`src/hdl/hhc_pkg.sv`:
```
package hhc_pkg;

  localparam int unsigned RAW_W    = 16;
  localparam int unsigned PCT_W    = 7;
  localparam int unsigned BAND_W   = 5;
  localparam int unsigned SERVO_W  = 10;
  localparam int unsigned LEVEL_W  = 3;
  localparam int unsigned PHASE_W  = 2;
  localparam int unsigned CADDR_W  = 2;
  localparam int unsigned CDATA_W  = 7;
  // raw * 100 and pct * 65535 both fit in 23 bits
  localparam int unsigned SCALED_W = 23;

  localparam logic [SCALED_W-1:0] PCT_FULL = SCALED_W'(100);
  localparam logic [SCALED_W-1:0] RAW_FULL = SCALED_W'(65535);

  localparam logic [SERVO_W-1:0] SERVO_OPEN   = SERVO_W'(270);
  localparam logic [SERVO_W-1:0] SERVO_CLOSED = SERVO_W'(545);

  localparam logic [LEVEL_W-1:0] LEVEL_OFF  = LEVEL_W'(0);
  localparam logic [LEVEL_W-1:0] LEVEL_HALF = LEVEL_W'(2);
  localparam logic [LEVEL_W-1:0] LEVEL_FULL = LEVEL_W'(4);

  localparam logic ACT_CONTROL = 1'b0;
  localparam logic ACT_TICK    = 1'b1;

  typedef enum logic [CADDR_W-1:0] {
    CFG_SHUTTER  = 2'd0,
    CFG_FAN_LOW  = 2'd1,
    CFG_FAN_HIGH = 2'd2,
    CFG_BAND     = 2'd3
  } cfg_addr_t;

  typedef struct packed {
    logic [PCT_W-1:0]  shutter_thr;
    logic [PCT_W-1:0]  fan_low_thr;
    logic [PCT_W-1:0]  fan_high_thr;
    logic [BAND_W-1:0] band;
  } cfg_regs_t;

  typedef struct packed {
    logic shutter_above;
    logic fan_low_above;
    logic fan_high_above;
    logic fan_low_below;
    logic shutter_below;
  } cmp_flags_t;

  localparam logic [PCT_W-1:0]  SHUTTER_RST  = PCT_W'(50);
  localparam logic [PCT_W-1:0]  FAN_LOW_RST  = PCT_W'(60);
  localparam logic [PCT_W-1:0]  FAN_HIGH_RST = PCT_W'(70);
  localparam logic [BAND_W-1:0] BAND_RST     = BAND_W'(5);

endpackage

```
`src/hdl/hhc_in_if.sv`:
```
interface hhc_in_if;
  logic                           valid;
  logic                           ready;
  logic                           action;
  logic [hhc_pkg::RAW_W-1:0]      humidity_raw;

  modport source (output valid, output action, output humidity_raw, input ready);
  modport sink   (input valid, input action, input humidity_raw, output ready);
endinterface

```
`src/hdl/hhc_out_if.sv`:
```
interface hhc_out_if;
  logic                           valid;
  logic                           ready;
  logic                           shutter_is_open;
  logic [hhc_pkg::SERVO_W-1:0]    servo_compare;
  logic [hhc_pkg::LEVEL_W-1:0]    fan_drive_level;
  logic                           fan_pin;

  modport source (output valid, output shutter_is_open, output servo_compare,
                  output fan_drive_level, output fan_pin, input ready);
  modport sink   (input valid, input shutter_is_open, input servo_compare,
                  input fan_drive_level, input fan_pin, output ready);
endinterface

```
`src/hdl/hhc_cfg_if.sv`:
```
interface hhc_cfg_if;
  logic                           valid;
  logic                           ready;
  logic [hhc_pkg::CADDR_W-1:0]    addr;
  logic [hhc_pkg::CDATA_W-1:0]    data;

  modport source (output valid, output addr, output data, input ready);
  modport sink   (input valid, input addr, input data, output ready);
endinterface

```
`src/hdl/hhc_cmp.sv`:
```
module hhc_cmp (
  input  logic [hhc_pkg::RAW_W-1:0] raw,
  input  hhc_pkg::cfg_regs_t        cfg,
  output hhc_pkg::cmp_flags_t       flags
);
  import hhc_pkg::*;

  logic [SCALED_W-1:0] scaled;
  logic [SCALED_W-1:0] sh_lim;
  logic [SCALED_W-1:0] fl_lim;
  logic [SCALED_W-1:0] fh_lim;
  logic [PCT_W:0]      sh_low;
  logic [PCT_W:0]      fl_low;
  logic [SCALED_W-1:0] sh_low_lim;
  logic [SCALED_W-1:0] fl_low_lim;

  // exact percent compare: raw*100 against pct*65535
  assign scaled = SCALED_W'(raw) * PCT_FULL;
  assign sh_lim = SCALED_W'(cfg.shutter_thr) * RAW_FULL;
  assign fl_lim = SCALED_W'(cfg.fan_low_thr) * RAW_FULL;
  assign fh_lim = SCALED_W'(cfg.fan_high_thr) * RAW_FULL;

  // lower bounds; the top bit flags a negative difference
  assign sh_low = {1'b0, cfg.shutter_thr} - (PCT_W+1)'(cfg.band);
  assign fl_low = {1'b0, cfg.fan_low_thr} - (PCT_W+1)'(cfg.band);
  assign sh_low_lim = SCALED_W'(sh_low[PCT_W-1:0]) * RAW_FULL;
  assign fl_low_lim = SCALED_W'(fl_low[PCT_W-1:0]) * RAW_FULL;

  always_comb begin
    flags.shutter_above  = scaled > sh_lim;
    flags.fan_low_above  = scaled > fl_lim;
    flags.fan_high_above = scaled > fh_lim;
    flags.fan_low_below  = !fl_low[PCT_W] && (scaled < fl_low_lim);
    flags.shutter_below  = !sh_low[PCT_W] && (scaled < sh_low_lim);
  end

endmodule

```
`src/hdl/hhc_core.sv`:
```
module hhc_core (
  input  logic                      clk,
  input  logic                      rst_n,
  hhc_in_if.sink                    in_ch,
  hhc_out_if.source                 out_ch,
  output logic [hhc_pkg::RAW_W-1:0] s1_raw,
  input  hhc_pkg::cmp_flags_t       flags
);
  import hhc_pkg::*;

  logic                s1_valid_r;
  logic                s1_action_r;
  logic [RAW_W-1:0]    s1_raw_r;

  logic                out_valid_r;
  logic                out_open_r;
  logic [SERVO_W-1:0]  out_servo_r;
  logic [LEVEL_W-1:0]  out_level_r;
  logic                out_pin_r;

  logic                open_r, open_nxt;
  logic [LEVEL_W-1:0]  level_r, level_nxt;
  logic [PHASE_W-1:0]  phase_r, phase_nxt;
  logic                pin_r, pin_nxt;

  logic                s2_adv;
  logic                s1_take;

  assign s2_adv  = !out_valid_r || out_ch.ready;
  assign s1_take = !s1_valid_r || s2_adv;

  assign in_ch.ready = s1_take;
  assign s1_raw      = s1_raw_r;

  assign out_ch.valid           = out_valid_r;
  assign out_ch.shutter_is_open = out_open_r;
  assign out_ch.servo_compare   = out_servo_r;
  assign out_ch.fan_drive_level = out_level_r;
  assign out_ch.fan_pin         = out_pin_r;

  always_comb begin
    open_nxt  = open_r;
    level_nxt = level_r;
    phase_nxt = phase_r;
    pin_nxt   = pin_r;
    if (s1_action_r == ACT_CONTROL) begin
      if (flags.shutter_above) begin
        open_nxt = 1'b1;
      end
      if (flags.fan_low_above) begin
        level_nxt = (level_r == LEVEL_OFF) ? LEVEL_FULL : LEVEL_HALF;
      end
      if (flags.fan_high_above) begin
        level_nxt = LEVEL_FULL;
      end
      if (flags.fan_low_below) begin
        level_nxt = LEVEL_OFF;
      end
      if (flags.shutter_below) begin
        open_nxt = 1'b0;
      end
    end else begin
      phase_nxt = phase_r + PHASE_W'(1);
      pin_nxt   = LEVEL_W'(phase_nxt) < level_r;
    end
  end

  // input register
  always_ff @(posedge clk) begin
    if (!rst_n) begin
      s1_valid_r <= 1'b0;
    end else if (s1_take) begin
      s1_valid_r <= in_ch.valid;
    end
  end

  always_ff @(posedge clk) begin
    if (s1_take && in_ch.valid) begin
      s1_action_r <= in_ch.action;
      s1_raw_r    <= in_ch.humidity_raw;
    end
  end

  // controller state and result register
  always_ff @(posedge clk) begin
    if (!rst_n) begin
      out_valid_r <= 1'b0;
      open_r      <= 1'b0;
      level_r     <= LEVEL_OFF;
      phase_r     <= '0;
      pin_r       <= 1'b0;
    end else if (s2_adv) begin
      out_valid_r <= s1_valid_r;
      if (s1_valid_r) begin
        open_r  <= open_nxt;
        level_r <= level_nxt;
        phase_r <= phase_nxt;
        pin_r   <= pin_nxt;
      end
    end
  end

  always_ff @(posedge clk) begin
    if (s2_adv && s1_valid_r) begin
      out_open_r  <= open_nxt;
      out_servo_r <= open_nxt ? SERVO_OPEN : SERVO_CLOSED;
      out_level_r <= level_nxt;
      out_pin_r   <= pin_nxt;
    end
  end

`ifndef SYNTHESIS
  a_level_legal: assert property (@(posedge clk) disable iff (!rst_n)
    (level_r == LEVEL_OFF) || (level_r == LEVEL_HALF) || (level_r == LEVEL_FULL))
    else $error("fan level left the legal set");

  a_servo_match: assert property (@(posedge clk) disable iff (!rst_n)
    out_valid_r |->
      (out_servo_r == (out_open_r ? SERVO_OPEN : SERVO_CLOSED)))
    else $error("servo compare disagrees with shutter state");

  a_tick_keeps_ctrl: assert property (@(posedge clk) disable iff (!rst_n)
    (s2_adv && s1_valid_r && (s1_action_r == ACT_TICK)) |=>
      (level_r == $past(level_r)) && (open_r == $past(open_r)))
    else $error("tick request changed shutter or fan level");

  a_ctrl_keeps_pwm: assert property (@(posedge clk) disable iff (!rst_n)
    (s2_adv && s1_valid_r && (s1_action_r == ACT_CONTROL)) |=>
      (phase_r == $past(phase_r)) && (pin_r == $past(pin_r)))
    else $error("control request changed PWM phase or pin");

  a_idle_holds: assert property (@(posedge clk) disable iff (!rst_n)
    !(s2_adv && s1_valid_r) |=> $stable(level_r) && $stable(phase_r))
    else $error("state moved without a request");
`endif

endmodule

```
`src/hdl/humidity_hysteresis_controller_top.sv`:
```
// Channel  Dir  Payload                                                  Handshake
// in_ch    in   action, humidity_raw                                     valid/ready
// out_ch   out  shutter_is_open, servo_compare, fan_drive_level, fan_pin valid/ready
// cfg_ch   in   addr (register index), data                              valid/ready
//
// Each request goes from acceptance into the input register, then through the
// threshold compare and state update into the result register. A new request
// can be accepted every clock while the output is not stalled.
// Reset (rst_n low, synchronous) clears both valid stages and the controller
// state and loads the threshold registers with their defaults.
// A stalled result holds the result register; the input register still
// takes a request while it is empty. cfg_ch is always ready.
module humidity_hysteresis_controller_top (
  input  logic      clk,
  input  logic      rst_n,
  hhc_in_if.sink    in_ch,
  hhc_out_if.source out_ch,
  hhc_cfg_if.sink   cfg_ch
);
  import hhc_pkg::*;

  cfg_regs_t        cfg_r;
  cmp_flags_t       flags;
  logic [RAW_W-1:0] s1_raw;

  // register writes go straight into the registers, so never stall the config port
  assign cfg_ch.ready = 1'b1;

  always_ff @(posedge clk) begin
    if (!rst_n) begin
      cfg_r.shutter_thr  <= SHUTTER_RST;
      cfg_r.fan_low_thr  <= FAN_LOW_RST;
      cfg_r.fan_high_thr <= FAN_HIGH_RST;
      cfg_r.band         <= BAND_RST;
    end else if (cfg_ch.valid) begin
      unique case (cfg_addr_t'(cfg_ch.addr))
        CFG_SHUTTER:  cfg_r.shutter_thr  <= cfg_ch.data;
        CFG_FAN_LOW:  cfg_r.fan_low_thr  <= cfg_ch.data;
        CFG_FAN_HIGH: cfg_r.fan_high_thr <= cfg_ch.data;
        CFG_BAND:     cfg_r.band         <= cfg_ch.data[BAND_W-1:0];
        default:      cfg_r              <= cfg_r;
      endcase
    end
  end

  // compare the registered sample against all thresholds at once
  hhc_cmp u_cmp (
    .raw   (s1_raw),
    .cfg   (cfg_r),
    .flags (flags)
  );

  // input register, hysteresis state, PWM counter and result register
  hhc_core u_core (
    .clk    (clk),
    .rst_n  (rst_n),
    .in_ch  (in_ch),
    .out_ch (out_ch),
    .s1_raw (s1_raw),
    .flags  (flags)
  );

endmodule

```
`src/flat_wrapper.sv`:
```
// flat-port wrapper written by rule: the top's interface ports become plain ports
module humidity_hysteresis_controller_top_flat import hhc_pkg::*;
  (clk, rst_n, in_ch_valid, in_ch_action, in_ch_humidity_raw, in_ch_ready, out_ch_valid, out_ch_shutter_is_open, out_ch_servo_compare, out_ch_fan_drive_level, out_ch_fan_pin, out_ch_ready, cfg_ch_valid, cfg_ch_addr, cfg_ch_data, cfg_ch_ready);
  hhc_in_if in_ch_i ();
  hhc_out_if out_ch_i ();
  hhc_cfg_if cfg_ch_i ();
  input  logic clk;
  input  logic rst_n;
  input wire logic [$bits(in_ch_i.valid)-1:0] in_ch_valid;
  input wire logic [$bits(in_ch_i.action)-1:0] in_ch_action;
  input wire logic [$bits(in_ch_i.humidity_raw)-1:0] in_ch_humidity_raw;
  output wire logic [$bits(in_ch_i.ready)-1:0] in_ch_ready;
  output wire logic [$bits(out_ch_i.valid)-1:0] out_ch_valid;
  output wire logic [$bits(out_ch_i.shutter_is_open)-1:0] out_ch_shutter_is_open;
  output wire logic [$bits(out_ch_i.servo_compare)-1:0] out_ch_servo_compare;
  output wire logic [$bits(out_ch_i.fan_drive_level)-1:0] out_ch_fan_drive_level;
  output wire logic [$bits(out_ch_i.fan_pin)-1:0] out_ch_fan_pin;
  input wire logic [$bits(out_ch_i.ready)-1:0] out_ch_ready;
  input wire logic [$bits(cfg_ch_i.valid)-1:0] cfg_ch_valid;
  input wire logic [$bits(cfg_ch_i.addr)-1:0] cfg_ch_addr;
  input wire logic [$bits(cfg_ch_i.data)-1:0] cfg_ch_data;
  output wire logic [$bits(cfg_ch_i.ready)-1:0] cfg_ch_ready;
  assign in_ch_i.valid = in_ch_valid;
  assign in_ch_i.action = in_ch_action;
  assign in_ch_i.humidity_raw = in_ch_humidity_raw;
  assign in_ch_ready = in_ch_i.ready;
  assign out_ch_valid = out_ch_i.valid;
  assign out_ch_shutter_is_open = out_ch_i.shutter_is_open;
  assign out_ch_servo_compare = out_ch_i.servo_compare;
  assign out_ch_fan_drive_level = out_ch_i.fan_drive_level;
  assign out_ch_fan_pin = out_ch_i.fan_pin;
  assign out_ch_i.ready = out_ch_ready;
  assign cfg_ch_i.valid = cfg_ch_valid;
  assign cfg_ch_i.addr = cfg_ch_addr;
  assign cfg_ch_i.data = cfg_ch_data;
  assign cfg_ch_ready = cfg_ch_i.ready;
  humidity_hysteresis_controller_top u_core (.clk(clk), .rst_n(rst_n), .in_ch(in_ch_i), .out_ch(out_ch_i), .cfg_ch(cfg_ch_i));
endmodule
```
`config.mk`:
```
export PLATFORM = sky130hd
export DESIGN_NAME = humidity_hysteresis_controller_top_flat
export DESIGN_NICKNAME = d
export VERILOG_FILES = /design/src/hdl/hhc_pkg.sv /design/src/hdl/hhc_in_if.sv /design/src/hdl/hhc_out_if.sv /design/src/hdl/hhc_cfg_if.sv /design/src/hdl/hhc_cmp.sv /design/src/hdl/hhc_core.sv /design/src/hdl/humidity_hysteresis_controller_top.sv /design/src/flat_wrapper.sv
export SDC_FILE = /design/constraint.sdc
export NUM_CORES = 1
export LEC_CHECK = 0
export BUFFER_PORTS_ARGS = -buffer_cell sky130_fd_sc_hd__buf_2
export CAP_MARGIN = 20
export CORE_ASPECT_RATIO = 1.5
export CORE_MARGIN = 5
export CORE_UTILIZATION = 54
export CTS_CLUSTER_DIAMETER = 50
export DETAILED_ROUTE_END_ITERATION = 8
export PLACE_DENSITY = 0.74
export SETUP_SLACK_MARGIN = 0.05
export SYNTH_ARGS = -nofsm -noshare
export SYNTH_HDL_FRONTEND = slang
export SYNTH_SLANG_ARGS = --single-unit
export TNS_END_PERCENT = 10
```
`constraint.sdc`:
```
create_clock -name clk -period 7.52 [get_ports clk]
set_input_delay 0.376 -clock clk [delete_from_list [all_inputs] [get_ports clk]]
set_output_delay 0.376 -clock clk [all_outputs]
set_load 0.02 [all_outputs]
```
# [Yosys cells after proc, flatten, opt, wreduce, memory -nomap -nowiden]
# Index checks and enable logic that the tools add are counted.
[op_classes] reduce_logical=18 n_eq_ne=3 bitwise=0 addsub=3 div_mod_pow=0 mul=6 shift=0 n_mux=10 order_cmp=6
[op_table] op="$mul 7x16->23 const B" n=5
[op_table] op="$gt 23x23->1" n=3
[op_table] op="$lt 23x23->1" n=2
[op_table] op="$mul 16x5->21 const B" n=1
[op_table] op="$sub 7x5->8" n=2
[op_table] op="$mux 3" n=5
[op_table] op="$mux 10" n=1
[op_table] op="$reduce_and 2->1" n=5
[op_table] op="$eq 2x2->1 const B" n=2
[op_table] op="$logic_and 1x1->1" n=4
[op_table] op="$logic_not 1->1" n=4
[op_table] op="$mux 1" n=4
[op_table] op="$logic_not 3->1" n=1
[op_table] op="$lt 2x3->1" n=1
[op_table] op="$reduce_and 3->1" n=1
[op_table] op="$add 2x1->2 const B" n=1
[op_table] op="$eq 2x1->1 const B" n=1
[op_table] op="$logic_not 2->1" n=1
[op_table] op="$logic_or 1x1->1" n=2
[totals] rom_bits=0 n_memories=0 out_inout_bits=18 latch_bits=0 reg_bits=67 ramBits=0 inputBits=31

# [Longest topological paths before layout]
[depth] word_depth=7 ltp_mapped=35 mapped_depth_nobuf=35

# [By module]
# Synthesis repeated with hierarchy kept, for this count alone.
[unflattened] cells_unflattened=1655 hier_area_um2=14993.1
[modules_own_cells] module="hhc_cmp" area_each_um2=12564.6 n_inst=1 cells_each=1446
[modules_own_cells] module="hhc_core" area_each_um2=1322.5 n_inst=1 cells_each=98
[modules_own_cells] module="humidity_hysteresis_controller_top" area_each_um2=1106.1 n_inst=1 cells_each=111

# [Worst setup path before layout]
# OpenSTA, ideal clock, no wires.
[synth_timing] kind="register to register" startpoint="register u_core.cfg_r[19] (netlist bit)" endpoint="register u_core.u_core.out_servo_r[8] (netlist: u_core.u_core.out_ch.servo_compare[8]) (data pin)" setup_ps=254 t_required_ps=7266 path_slack_ps=-74 period_less_slack_ps=7594 path_stages_with_launch=28 arrival_ps=7339 n_path_buf=0 path_cell_list="dfxtp_1 > inv_1 > ha_1 > inv_1 > fa_1 > nand2_1 > nand2_1 > a21oi_1 > o21ai_0 > xnor2_1 > inv_1 > fa_1 > fa_1 > xor2_1 > ha_1 > fa_1 > ha_1 > a2111oi_1 > a21oi_1 > and4_1 > a2111oi_0 > xor2_1 > ha_1 > a21o_1 > a2111oi_0 > o211a_1 > nand2_1 > o21a_1"
[synth_between] elab_chain_len=7
[synth_lines] element="start: declaration" line_no="humidity_hysteresis_controller_top.sv:22" text="cfg_regs_t cfg_r;"
[synth_lines] element="start signal: assignment" line_no="humidity_hysteresis_controller_top.sv:41" text="default: cfg_r <= cfg_r;"
[synth_lines] element="$sub 7x5->8" line_no="hhc_cmp.sv:24" text="assign sh_low = {1'b0, cfg.shutter_thr} - (PCT_W+1)'(cfg.band);"
[synth_lines] element="$mul 7x16->23" line_no="hhc_cmp.sv:26" text="assign sh_low_lim = SCALED_W'(sh_low[PCT_W-1:0]) * RAW_FULL;"
[synth_lines] element="$lt 23x23->1" line_no="hhc_cmp.sv:34" text="flags.shutter_below = !sh_low[PCT_W] && (scaled < sh_low_lim);"
[synth_lines] element="$logic_and 1x1->1" line_no="hhc_cmp.sv:34"
[synth_lines] element="$mux 1 (*)" line_no="hhc_core.sv:59" text="if (flags.shutter_below) begin"
[synth_lines] element="$mux 1 (*)" line_no="hhc_core.sv:46" text="if (s1_action_r == ACT_CONTROL) begin"
[synth_lines] element="via u_core.u_core.open_nxt" line_no="hhc_core.sv:21" text="logic open_r, open_nxt;"
[synth_lines] element="$mux 10 (*)" line_no="hhc_core.sv:106" text="out_servo_r <= open_nxt ? SERVO_OPEN : SERVO_CLOSED;"
[synth_lines] element="end signal: assignment" line_no="hhc_core.sv:106"
[synth_lines] element="end: declaration" line_no="hhc_core.sv:17" text="logic [SERVO_W-1:0] out_servo_r;"
# Mark *: on every way through the listed nets, which the timed path passes. The rest lies on a longest branch.
# A chain may end at the register's enable or synchronous reset.

# [Worst setup path in the final report]
[layout_timing] startpoint="register u_core.cfg_r[12] (netlist bit)" endpoint="register u_core.u_core.out_level_r[0] (netlist: u_core.u_core.out_ch.fan_drive_level[0]) (data pin)"
[layout_between] elab_chain_len=6
[layout_lines] element="$sub 7x5->8 / $mul 7x16->23 (equally long branches)" line_no="hhc_cmp.sv:25, hhc_cmp.sv:20"
[layout_lines] element="$mul 7x16->23 / $gt 23x23->1 (equally long branches)" line_no="hhc_cmp.sv:27, hhc_cmp.sv:31"
[layout_lines] element="$lt 23x23->1 / $mux 3 (equally long branches)" line_no="hhc_cmp.sv:33, hhc_core.sv:50"
[layout_lines] element="$logic_and 1x1->1 / $mux 3 (equally long branches)" line_no="hhc_cmp.sv:33, hhc_core.sv:53"
[layout_lines] element="$mux 3 (*)" line_no="hhc_core.sv:56" text="if (flags.fan_low_below) begin"
[layout_lines] element="$mux 3 (*)" line_no="hhc_core.sv:46"
[layout_lines] element="via u_core.u_core.level_nxt[0]" line_no="hhc_core.sv:22" text="logic [LEVEL_W-1:0] level_r, level_nxt;"
[layout_lines] element="end signal: assignment" line_no="hhc_core.sv:107" text="out_level_r <= level_nxt;"
[layout_lines] element="end: declaration" line_no="hhc_core.sv:18" text="logic [LEVEL_W-1:0] out_level_r;"
# Marks and branches as above.

==> flow_summary.json <==
{
  "syn_to_final_growth_pct": 9.41,
  "hold_class": "input pin to register",
  "clock-sinks": 58,
  "fin_hold_ws_ps": 184,
  "period_needed_ps": 7200,
  "grt_pass1_vias": 11200,
  "dp_cells": 1980,
  "synth_seq_cells": 58,
  "die_x_microns": 142,
  "initialDrtViolationCount": 400,
  "grt_max_degree": 36,
  "syn-cell-area_sq_um": 14100,
  "clock-root-buffer": "clkbuf_16",
  "synth_edf_count": 23,
  "cts_max_path_buffers": 2,
  "drive_above_1_share_pct": 9.18,
  "end_kind": "register",
  "cts_buffers": 9,
  "synth_cells": 1580,
  "std_cell_rows": 72,
  "synth_cell_types": 66,
  "grt_pass1_wl_microns": 53700,
  "reg2reg_from": "u_core.cfg_r[12]$_SDFFE_PN0P_",
  "drc": 0,
  "skew_ps": 9.84,
  "viasPerCell": 5.61,
  "crit_top_cell": "inv_1",
  "antenna_found_initial": 0,
  "wl_per_cell_microns": 16.8,
  "fin_crit_sh_pct": 95.8,
  "finalNetCount": 2177,
  "holdPathStages": 1,
  "cap_violations": 0,
  "synth_ff_type": "dfxtp_1",
  "num_vias": 11200,
  "drt_wl_total_microns": 33500,
  "h-tree-depth": 3,
  "start_util_pct": 54.8,
  "clkTransAtPathRegs_ps": 70,
  "clk_latency_ps": 370,
  "ys.warnings.count": 0,
  "drtAntennaViolNets": 0,
  "cts_tree": "done",
  "arrival_ps": 7320,
  "cp-start-kind": "register",
  "holdPathEnd": "u_core.u_core.s1_action_r$_DFFE_PP_",
  "stdcell_count": 2000,
  "crit_family": "adder cells",
  "min_from": "in_ch_action",
  "cp_slowest_cell": "fa_1",
  "hpwl_microns": 27700,
  "grt_util_all_layers_pct": 22.7,
  "n_antenna_cell": 0,
  "slowest_delay_ps": 560,
  "drv_slew": 0,
  "die_area_sq_um": 29600,
  "coreArea_sq_um": 25800,
  "place.gp.congestion": 0.888,
  "critPathKind": "register to register",
  "firstDrtPassIters": 5,
  "tns_ps": 0,
  "required_ps": 7640,
  "async_reset_ff_share_pct": 0,
  "tightest_slew_ps": 1110,
  "post-route-util_pct": 60.0,
  "synth_area_per_cell_sq_um": 8.94,
  "seq_area_frac_synth_pct": 9.85,
  "rsz0062_at_grt": "true",
  "overflow": 0,
  "finalHoldViolations": 0,
  "top_level_ports": 49,
  "die_y_microns": 208,
  "r2r_end": "u_core.u_core.out_ch.fan_drive_level[0]$_DFFE_PP_",
  "status": "finished, final reports clean",
  "setup_viol": 0,
  "reg2reg_depth": 31,
  "reg2reg_slack_ps": 320,
  "worst-path-max-fanout": 4,
  "clock.fmax_mhz": 139,
  "path_buf_inv": 6,
  "relSlewSlack_pct": 25.7,
  "io_buffers": 44
}
worst max-delay path by stage:
stage | to | cells after the start | from
global route | u_core.u_core.out_ch.fan_drive_level[0]$_DFFE_PP_ | 30 | u_core.cfg_r[1]$_SDFFE_PN0P_
CTS | u_core.u_core.level_r[0]$_SDFFE_PN0P_ | 32 | u_core.cfg_r[0]$_SDFFE_PN1P_
finish | u_core.u_core.out_ch.fan_drive_level[0]$_DFFE_PP_ | 31 | u_core.cfg_r[12]$_SDFFE_PN0P_
detailed placement | u_core.u_core.out_ch.servo_compare[8]$_DFFE_PP_ | 26 | u_core.cfg_r[1]$_SDFFE_PN0P_
floorplan | u_core.u_core.level_r[0]$_SDFFE_PN0P_ | 33 | u_core.cfg_r[12]$_SDFFE_PN0P_
global placement | u_core.u_core.level_r[0]$_SDFFE_PN0P_ | 33 | u_core.cfg_r[0]$_SDFFE_PN1P_
layout make-up:
| cell class | instances | area, sq um |
|---|---|---|
| multi-input cells | 1247 | 11800 |
| fillers | 2293 | 10300 |
| flip-flops and latches | 58 | 1400 |
| inverters | 259 | 972 |
| repair buffers | 87 | 543 |
| well taps | 333 | 417 |
| clock buffers | 10 | 250 |
| clock inverters | 6 | 68.8 |
placed cells by master, fill, tap and decap left out, drive strengths merged, types with 4 or more instances in the layout:
master,n
xor2,52
o41ai,5
a21boi,8
conb,4
dfxtp,35
clkbuf,10
a211o,4
or3,7
and2,8
o21ai,56
a21o,42
ha,365
nor4,5
o211ai,13
and3,7
o21bai,12
a211oi,8
nand2,71
nor2b,37
a21oi,102
xnor2,52
a31oi,7
buf,87
nor3b,4
nand4,12
or2,4
a31o,5
inv,262
fa,119
nor2,91
mux2i,10
nor3,37
o21a,19
edfxtp,23
nand3,31
a2111oi,6
mux2,4
nand2b,9
logic make-up (layout without fill, tap and decap cells):
| kind of cell | Yosys count | in the layout | share of synthesized area (%) |
|---|---|---|---|
| AND/OR/NAND/NOR | 332 | 332 | 11.5 |
| flip-flops | 58 | 58 | 9.85 |
| multiplexers | 14 | 14 | 1.03 |
| other | 2 | 4 | 0.0532 |
| XOR/XNOR | 104 | 104 | 6.45 |
| buffers and inverters | 277 | 362 | 7.62 |
| adder cells (fa/ha/maj) | 484 | 484 | 49.2 |
| AO/OA/AOI/OAI | 309 | 309 | 14.4 |
sequential cells by signal, summed over array words and instances (netlist names):
name / count
u_core.u_core.out_ch.valid: 1
u_core.u_core.s1_valid_r: 1
u_core.cfg_r: 26
u_core.u_core.level_r: 3
u_core.u_core.open_r: 1
u_core.u_core.out_ch.servo_compare: 2
u_core.u_core.phase_r: 2
u_core.u_core.pin_r: 1
u_core.u_core.out_ch.fan_pin: 1
u_core.u_core.s1_action_r: 1
u_core.u_core.out_ch.fan_drive_level: 3
u_core.u_core.s1_raw: 16
cells in the mapped netlist, types with 3 or more instances:
master | instances | area share (%)
nor3_1 | 37 | 1.3
nand2b_1 | 9 | 0.40
a31o_1 | 4 | 0.25
or3_1 | 7 | 0.31
o211ai_1 | 13 | 0.69
and3_1 | 7 | 0.31
o211a_1 | 3 | 0.21
o21a_1 | 19 | 1.0
ha_1 | 365 | 32
nand4_1 | 12 | 0.53
nor3b_1 | 4 | 0.21
o21ai_0 | 36 | 1.3
a211o_1 | 4 | 0.25
dfxtp_1 | 35 | 5.0
o21ai_1 | 20 | 0.71
or2_2 | 4 | 0.18
mux2_2 | 4 | 0.32
nand2_1 | 71 | 1.9
edfxtp_1 | 23 | 4.9
and4_1 | 3 | 0.19
nor4_1 | 5 | 0.22
and2_1 | 8 | 0.35
a211oi_1 | 8 | 0.43
o41ai_2 | 4 | 0.46
a21oi_1 | 102 | 3.6
buf_4 | 10 | 0.53
clkbuf_1 | 8 | 0.21
a2111oi_0 | 5 | 0.31
inv_1 | 258 | 6.9
a21o_1 | 42 | 2.2
nor2_1 | 91 | 2.4
nor2b_1 | 36 | 1.6
fa_1 | 119 | 17
xor2_1 | 52 | 3.2
o21bai_1 | 12 | 0.64
mux2i_1 | 10 | 0.71
o31ai_1 | 3 | 0.16
xnor2_1 | 52 | 3.2
a21boi_0 | 7 | 0.37
nand3_1 | 31 | 1.1
a31oi_1 | 7 | 0.31
repair_timing:
item / in CTS / in global routing
setup buffers: 0 / 4
hold buffers: 0 / 0
pin swaps: 0 / 17
gates resized for setup: 3 / 38
setup endpoints to repair: 8 / 9
metrics by stage:
step           setup slack [ps]  instance area (sq um)
2_1_floorplan              32.9                  14100
4_1_cts                    27.8                  15300
3_3_place_gp                152                  15000
3_5_place_dp              -23.1                  15000
6_report                    315                  15500
5_1_grt                   0.287                  15500
worst reg2reg max path: cells and delay by family (launching register included):
family | cells | cell delay, ps
buf+inv | 6 | 650
compound gates | 7 | 1370
fa+ha+maj | 8 | 3020
flops | 1 | 330
xor+xnor | 3 | 500
simple gates | 7 | 1080
metal layers:
metal	part of all wire [%]	vias up	wire, microns	track usage [%]
met2	53	183	17900	42.4
met4	5.1	0	1710	11.0
met3	2.5	83	844	2.37
met1	39	5378	13100	25.0
li1	-	5567	-	-
met5	0	-	0	0
Power is left out: the tool's default activity adds up to more than one toggle a clock period on the data nets, which glitch-free logic cannot reach.
